$ cat src/rtl/rgb_box_blur_unsharp_mask_unit_macros.svh
// ----------------------------------------------------------------------------
// RGB unsharp mask unit: assertion macros
// Shared concurrent assertion forms used at the end of the top level.
// ----------------------------------------------------------------------------
`ifndef RGB_BOX_BLUR_UNSHARP_MASK_UNIT_MACROS_SVH
`define RGB_BOX_BLUR_UNSHARP_MASK_UNIT_MACROS_SVH

// Same-cycle implication, disabled during reset.
`define RBUM_ASSERT_IMPL(label, clk, rst_n, ante, cons) \
  label: assert property (@(posedge clk) disable iff (!rst_n) (ante) |-> (cons)) \
    else $error("rbum: same-cycle check failed");

// Next-cycle implication, disabled during reset.
`define RBUM_ASSERT_NEXT(label, clk, rst_n, ante, cons) \
  label: assert property (@(posedge clk) disable iff (!rst_n) (ante) |=> (cons)) \
    else $error("rbum: next-cycle check failed");

`endif

$ cat src/rtl/rbum_pkg.sv
// ----------------------------------------------------------------------------
// RGB unsharp mask unit: package
// Widths, constants and shared types of the sharpening pipeline.
// ----------------------------------------------------------------------------
`default_nettype none

package rbum_pkg;

  localparam int MAX_WIDTH  = 2048;
  localparam int MAX_HEIGHT = 2048;
  localparam int MIN_DIM    = 4;

  localparam int CFG_W   = 12;
  localparam int COL_W   = $clog2(MAX_WIDTH);
  localparam int DIM_W   = COL_W + 1;
  localparam int ROW_W   = $clog2(MAX_HEIGHT + 2);
  localparam int OROW_W  = $clog2(MAX_HEIGHT);

  localparam int PIX_W   = 8;
  localparam int NUM_CH  = 3;
  localparam int RGB_W   = PIX_W * NUM_CH;
  localparam int PIX_MAX = (1 << PIX_W) - 1;

  localparam int FRAC_BITS = 8;
  localparam int GAIN_W    = CFG_W;
  localparam int SUM_W     = PIX_W + 4;
  localparam int RECIP_W   = 13;
  localparam int DIV9_SHIFT = 16;
  localparam logic [RECIP_W-1:0] DIV9_RECIP = RECIP_W'(((1 << DIV9_SHIFT) + 8) / 9);
  localparam int MUL9_W    = SUM_W + RECIP_W;
  localparam int DIFF_W    = PIX_W + 1;
  localparam int PROD_W    = GAIN_W + 1 + DIFF_W;
  localparam int T_W       = PROD_W + 1;

  localparam logic [CFG_W-1:0] RST_FRAME_WIDTH    = CFG_W'(640);
  localparam logic [CFG_W-1:0] RST_FRAME_HEIGHT   = CFG_W'(480);
  localparam logic [CFG_W-1:0] RST_SHARPEN_AMOUNT = CFG_W'(307);

  typedef enum logic [1:0] {
    REG_FRAME_WIDTH    = 2'd0,
    REG_FRAME_HEIGHT   = 2'd1,
    REG_SHARPEN_AMOUNT = 2'd2
  } cfg_reg_e;

  typedef enum logic {
    OP_PIXEL = 1'b0,
    OP_DRAIN = 1'b1
  } op_e;

  typedef logic [RGB_W-1:0] rgb_t;

  // Indexed [column][row], column 2 is the newest.
  typedef rgb_t [2:0][2:0] window_t;

  typedef struct packed {
    logic valid;
    logic border;
    logic last;
  } tag_t;

endpackage

`default_nettype wire

$ cat src/rtl/rbum_sharpen_pipe.sv
// ----------------------------------------------------------------------------
// RGB unsharp mask unit: sharpening pipeline
// Box sum, division by nine, gain multiply, then floor and clamp per channel.
// ----------------------------------------------------------------------------
`default_nettype none

module rbum_sharpen_pipe (
  input  wire logic               clk_i,
  input  wire logic               rst_ni,
  input  wire logic               en_i,
  input  wire rbum_pkg::window_t  win_i,
  input  wire rbum_pkg::tag_t     tag_i,
  input  wire logic [rbum_pkg::GAIN_W-1:0] amount_i,
  output logic                    valid_o,
  output rbum_pkg::rgb_t          rgb_o,
  output logic                    last_o
);

  localparam int PW = rbum_pkg::PIX_W;
  localparam int SW = rbum_pkg::SUM_W;
  localparam int NC = rbum_pkg::NUM_CH;

  logic [SW-1:0] sum_d [NC];
  logic [SW-1:0] sum3_q [NC];
  logic [PW-1:0] src3_q [NC];
  rbum_pkg::tag_t tag3_q;

  logic [PW-1:0] blur_d [NC];
  logic [PW-1:0] blur4_q [NC];
  logic [PW-1:0] src4_q [NC];
  rbum_pkg::tag_t tag4_q;

  logic signed [rbum_pkg::PROD_W-1:0] prod_d [NC];
  logic signed [rbum_pkg::PROD_W-1:0] prod5_q [NC];
  logic [PW-1:0] src5_q [NC];
  rbum_pkg::tag_t tag5_q;

  rbum_pkg::rgb_t res_d;
  rbum_pkg::rgb_t res_q;
  logic           valid_q;
  logic           last_q;

  always_comb begin
    for (int k = 0; k < NC; k++) begin
      sum_d[k] = '0;
      for (int a = 0; a < 3; a++) begin
        for (int b = 0; b < 3; b++) begin
          sum_d[k] = sum_d[k] + SW'(win_i[a][b][(NC-1-k)*PW +: PW]);
        end
      end
    end
  end

  always_comb begin
    logic [rbum_pkg::MUL9_W-1:0] m;
    for (int k = 0; k < NC; k++) begin
      m = rbum_pkg::MUL9_W'(sum3_q[k]) * rbum_pkg::MUL9_W'(rbum_pkg::DIV9_RECIP);
      blur_d[k] = tag3_q.border ? src3_q[k] : m[rbum_pkg::DIV9_SHIFT +: PW];
    end
  end

  always_comb begin
    logic signed [rbum_pkg::DIFF_W-1:0] diff;
    logic signed [rbum_pkg::PROD_W-1:0] gain_x;
    logic signed [rbum_pkg::PROD_W-1:0] diff_x;
    gain_x = rbum_pkg::PROD_W'($signed({1'b0, amount_i}));
    for (int k = 0; k < NC; k++) begin
      diff      = $signed({1'b0, src4_q[k]}) - $signed({1'b0, blur4_q[k]});
      diff_x    = rbum_pkg::PROD_W'(diff);
      prod_d[k] = gain_x * diff_x;
    end
  end

  always_comb begin
    logic signed [rbum_pkg::T_W-1:0] t;
    logic [rbum_pkg::T_W-2-rbum_pkg::FRAC_BITS:0] v;
    for (int k = 0; k < NC; k++) begin
      t = $signed(rbum_pkg::T_W'({src5_q[k], {rbum_pkg::FRAC_BITS{1'b0}}}))
        + rbum_pkg::T_W'(prod5_q[k]);
      v = t[rbum_pkg::T_W-2:rbum_pkg::FRAC_BITS];
      if (t[rbum_pkg::T_W-1]) begin
        res_d[(NC-1-k)*PW +: PW] = '0;
      end else if (v > ($bits(v))'(rbum_pkg::PIX_MAX)) begin
        res_d[(NC-1-k)*PW +: PW] = PW'(rbum_pkg::PIX_MAX);
      end else begin
        res_d[(NC-1-k)*PW +: PW] = v[PW-1:0];
      end
    end
  end

  always_ff @(posedge clk_i or negedge rst_ni) begin
    if (!rst_ni) begin
      tag3_q  <= '0;
      tag4_q  <= '0;
      tag5_q  <= '0;
      valid_q <= 1'b0;
      last_q  <= 1'b0;
    end else if (en_i) begin
      tag3_q  <= tag_i;
      tag4_q  <= tag3_q;
      tag5_q  <= tag4_q;
      valid_q <= tag5_q.valid;
      last_q  <= tag5_q.last;
    end
  end

  always_ff @(posedge clk_i) begin
    if (en_i) begin
      for (int k = 0; k < NC; k++) begin
        sum3_q[k]  <= sum_d[k];
        src3_q[k]  <= win_i[1][1][(NC-1-k)*PW +: PW];
        blur4_q[k] <= blur_d[k];
        src4_q[k]  <= src3_q[k];
        prod5_q[k] <= prod_d[k];
        src5_q[k]  <= src4_q[k];
      end
      res_q <= res_d;
    end
  end

  assign valid_o = valid_q;
  assign rgb_o   = res_q;
  assign last_o  = last_q;

endmodule

`default_nettype wire

$ cat config.mk
export PLATFORM = sky130hd
export DESIGN_NAME = rbum_sharpen_pipe
export DESIGN_NICKNAME = d
export VERILOG_FILES = /design/src/rtl/rgb_box_blur_unsharp_mask_unit_macros.svh /design/src/rtl/rbum_pkg.sv /design/src/rtl/rbum_sharpen_pipe.sv
export SDC_FILE = /design/constraint.sdc
export NUM_CORES = 2
export LEC_CHECK = 0
export BUFFER_PORTS_ARGS = -buffer_cell sky130_fd_sc_hd__clkbuf_2
export CORE_ASPECT_RATIO = 2
export CORE_MARGIN = 5
export CORE_UTILIZATION = 50
export DETAILED_ROUTE_END_ITERATION = 12
export HOLD_SLACK_MARGIN = 0.06
export PLACE_DENSITY = 0.72
export SETUP_SLACK_MARGIN = 0.4
export SLEW_MARGIN = 20
export SYNTH_ARGS = -nofsm -noshare
export SYNTH_HDL_FRONTEND = slang
export SYNTH_SLANG_ARGS = --single-unit
export TNS_END_PERCENT = 10
$ cat constraint.sdc
create_clock -name clk_i -period 8.7 [get_ports clk_i]
set_input_delay 1.74 -clock clk_i [delete_from_list [all_inputs] [get_ports clk_i]]
set_output_delay 1.74 -clock clk_i [all_outputs]
set_load 0.01 [all_outputs]
==> results_dict.tcl <==
set metrics [dict create \
    end_kind "flop" \
    fin_tns_setup_ps 0 \
    cts-resized-gates 0 \
    rsz0062_at_grt "no" \
    syn_inst 2836 \
    grt_use_total 0.203 \
    vias 20283 \
    critPathTopFamily "adder cells" \
    stdcell_area_um2 33000 \
    die_width_um 184 \
    grt_pass1_wl_um 108000 \
    cp_max_fo 12 \
    ys_types 74 \
    cts.clk_slew.worst_paths_ps 70 \
    syn_area_um2 30200 \
    setup_viol 0 \
    seqCellArea_um2 6170 \
    finClkSkew_ps 24.8 \
    nFillCells 5204 \
    final_cell_mix "inv_1 (609), fa_1 (468), ha_1 (453), clkbuf_2 (258), edfxtp_1 (198)" \
    layout-drive-gt1-share 0.112 \
    post-cts-setup-buffers 0 \
    gp_congestion 0.888 \
    dp.final_hpwl_um 55000 \
    ys_ff_latch 207 \
    hold_violations 0 \
    setup.worst_path.class "reg2reg" \
    finalCriticalPeriod_ps 7070 \
    htree_levels 1 \
    rows 127 \
    fmax_mhz 141 \
    io_pins 260 \
    maxSlewHeadroom 0.351 \
    slowest_delay_ps 630 \
    syn_nets 3991 \
    start_kind "flop" \
    period_share 0.813 \
    synth_edf_count 198 \
    cts_buffer_depth 3 \
    numClockSinks 207 \
    wl_per_cell_um 16.6 \
    slowest_stage "nor2_1" \
    hp-class "reg2reg" \
    synth_flop_cell "edfxtp_1" \
    vias_per_cell 5.26 \
    ant_nets 0 \
    cpMostUsedCell "fa_1" \
    place_area_um2 32300 \
    holdBufCountCts 0 \
    cts_buffers 22 \
    required_ps 8980 \
    drt-pass1-iter-count 5 \
    start_util 0.504 \
    worst-path-buf-inv 3 \
    arrival_ps 7350 \
    syn_avg_cell_area_um2 10.6 \
    outcome "complete, no violations" \
    grt_start_max_net_pins 77 \
    cts_tree "built" \
    worstRegToRegCells 25 \
    wirelength_um 63900 \
    antenna_found_initial 1 \
    hold_depth 0 \
    nets 4221 \
    drtIter0Drc 626 \
    yosys_warnings 0 \
    io_buffers 259 \
    grt_pass1_vias 22754 \
    layout.cells.non_filler 3857 \
    die_h_um 358 \
    clkLatencyLatePin_ps 550 \
    yosysSeqAreaShare 0.204 \
    drc_errors 0 \
    ctsRootBufferMaster "clkbuf_16" \
    die-area_um2 65700 \
    tightest_slew_ps 973 \
    coreArea_um2 59900 \
    ys_async_sr_fraction 0.0435 \
    drv_slew 0 \
    placed_cells 3816 \
    cap_violations 0 \
    multi_input_area_um2 21500 \
    grt_remaining_overflow 0 \
    cp.depth 25 \
    areaGrowthSynthToFinish_pct 9.44 \
    final_common_cell "inv_1" \
]
synth_stat cells (all sizes together) (10+ instances only):
master / number / area share
fa: 468 / 0.31
nor3: 46 / 0.0076
nor3b: 36 / 0.0090
edfxtp: 198 / 0.20
a31oi: 13 / 0.0032
or3: 13 / 0.0027
nand3: 18 / 0.0030
and2: 126 / 0.026
a21o: 42 / 0.011
xor2: 43 / 0.012
nand2b: 64 / 0.013
a21oi: 92 / 0.016
nor2b: 25 / 0.0052
o21a: 32 / 0.0080
xnor2: 71 / 0.021
clkbuf: 64 / 0.0080
o21bai: 15 / 0.0041
nand2: 135 / 0.017
inv: 609 / 0.076
a211oi: 11 / 0.0027
o21ai: 67 / 0.011
ha: 453 / 0.19
a21boi: 10 / 0.0025
nor2: 67 / 0.0083
stage by stage:
step | utilization | hold WS [ps] | worst slack (ps)
floorplan | - | 418 | 2200
CTS | 0.551 | 452 | 1600
global placement | 0.539 | 431 | 1610
detailed placement | 0.539 | 434 | 1570
global route | 0.552 | 464 | 1100
finish | 0.552 | 450 | 1630
flip-flops by register name (all words and copies together), names as in the netlist:
name,count
prod5_q,42
sum3_q,36
blur4_q,24
rgb_o,24
src3_q,24
src4_q,24
src5_q,24
tag3_q,3
tag4_q,2
tag5_q,2
last_o,1
valid_o,1
final cells by class:
| type | count | area share |
|---|---|---|
| multi-input cells | 1956 | 0.651 |
| flip-flops and latches | 207 | 0.187 |
| inverters | 609 | 0.0692 |
| repair buffers | 270 | 0.0420 |
| well taps | 774 | 0.0293 |
| clock buffers | 27 | 0.0175 |
| clock inverters | 13 | 0.00454 |
| diodes | 1 | 0.0000757 |
worst paths after layout:
path / slack [ps] / end / startpoint
hold reg to reg: 450 / src5_q[0][2] / src4_q[0][2]
max in group asynchronous: 7450 / tag4_q[0] / rst_ni
hold / removal: 450 / src5_q[0][2] / src4_q[0][2]
setup / recovery: 1630 / prod5_q[0][21] / blur4_q[0][0]
setup reg to reg: 1630 / prod5_q[0][21] / blur4_q[0][0]
min in group asynchronous: 1060 / tag4_q[2] / rst_ni
layer usage:
metal	vias to the layer above	routed length, µm	global-route usage
li1	9614	-	-
met1	10123	23000	0.217
met2	406	36600	0.407
met3	140	1890	0.0168
met4	0	2480	0.0755
met5	-	0	0
cell families after synthesis:
logic type	share of synthesized area
adder cells (fa/ha/maj)	0.498
buffers and inverters	0.0837
AND/OR/NAND/NOR	0.106
AO/OA/AOI/OAI	0.0712
flip-flops	0.204
XOR/XNOR	0.0331
multiplexers	0.00365
worst reg2reg max path, cell delays in order (launching register included):
cell      delay, ps
edfxtp_1        400
ha_1            230
fa_1            400
nor2b_1         120
o21ai_0         110
a21boi_0        230
o21ai_0         120
nor3b_1         150
nor2_1          630
nand2_1         180
fa_1            520
fa_1            490
inv_1            50
fa_1            450
fa_1            490
inv_1            60
fa_1            500
inv_1            50
ha_1            310
nand2_1          60
or4_4           450
a31oi_4         240
a21oi_2         150
o21ai_2         220
a21oi_2          80
xnor2_1         120
Power is left out: the tool's default activity adds up to more than one toggle a clock period on the data nets, which glitch-free logic cannot reach.
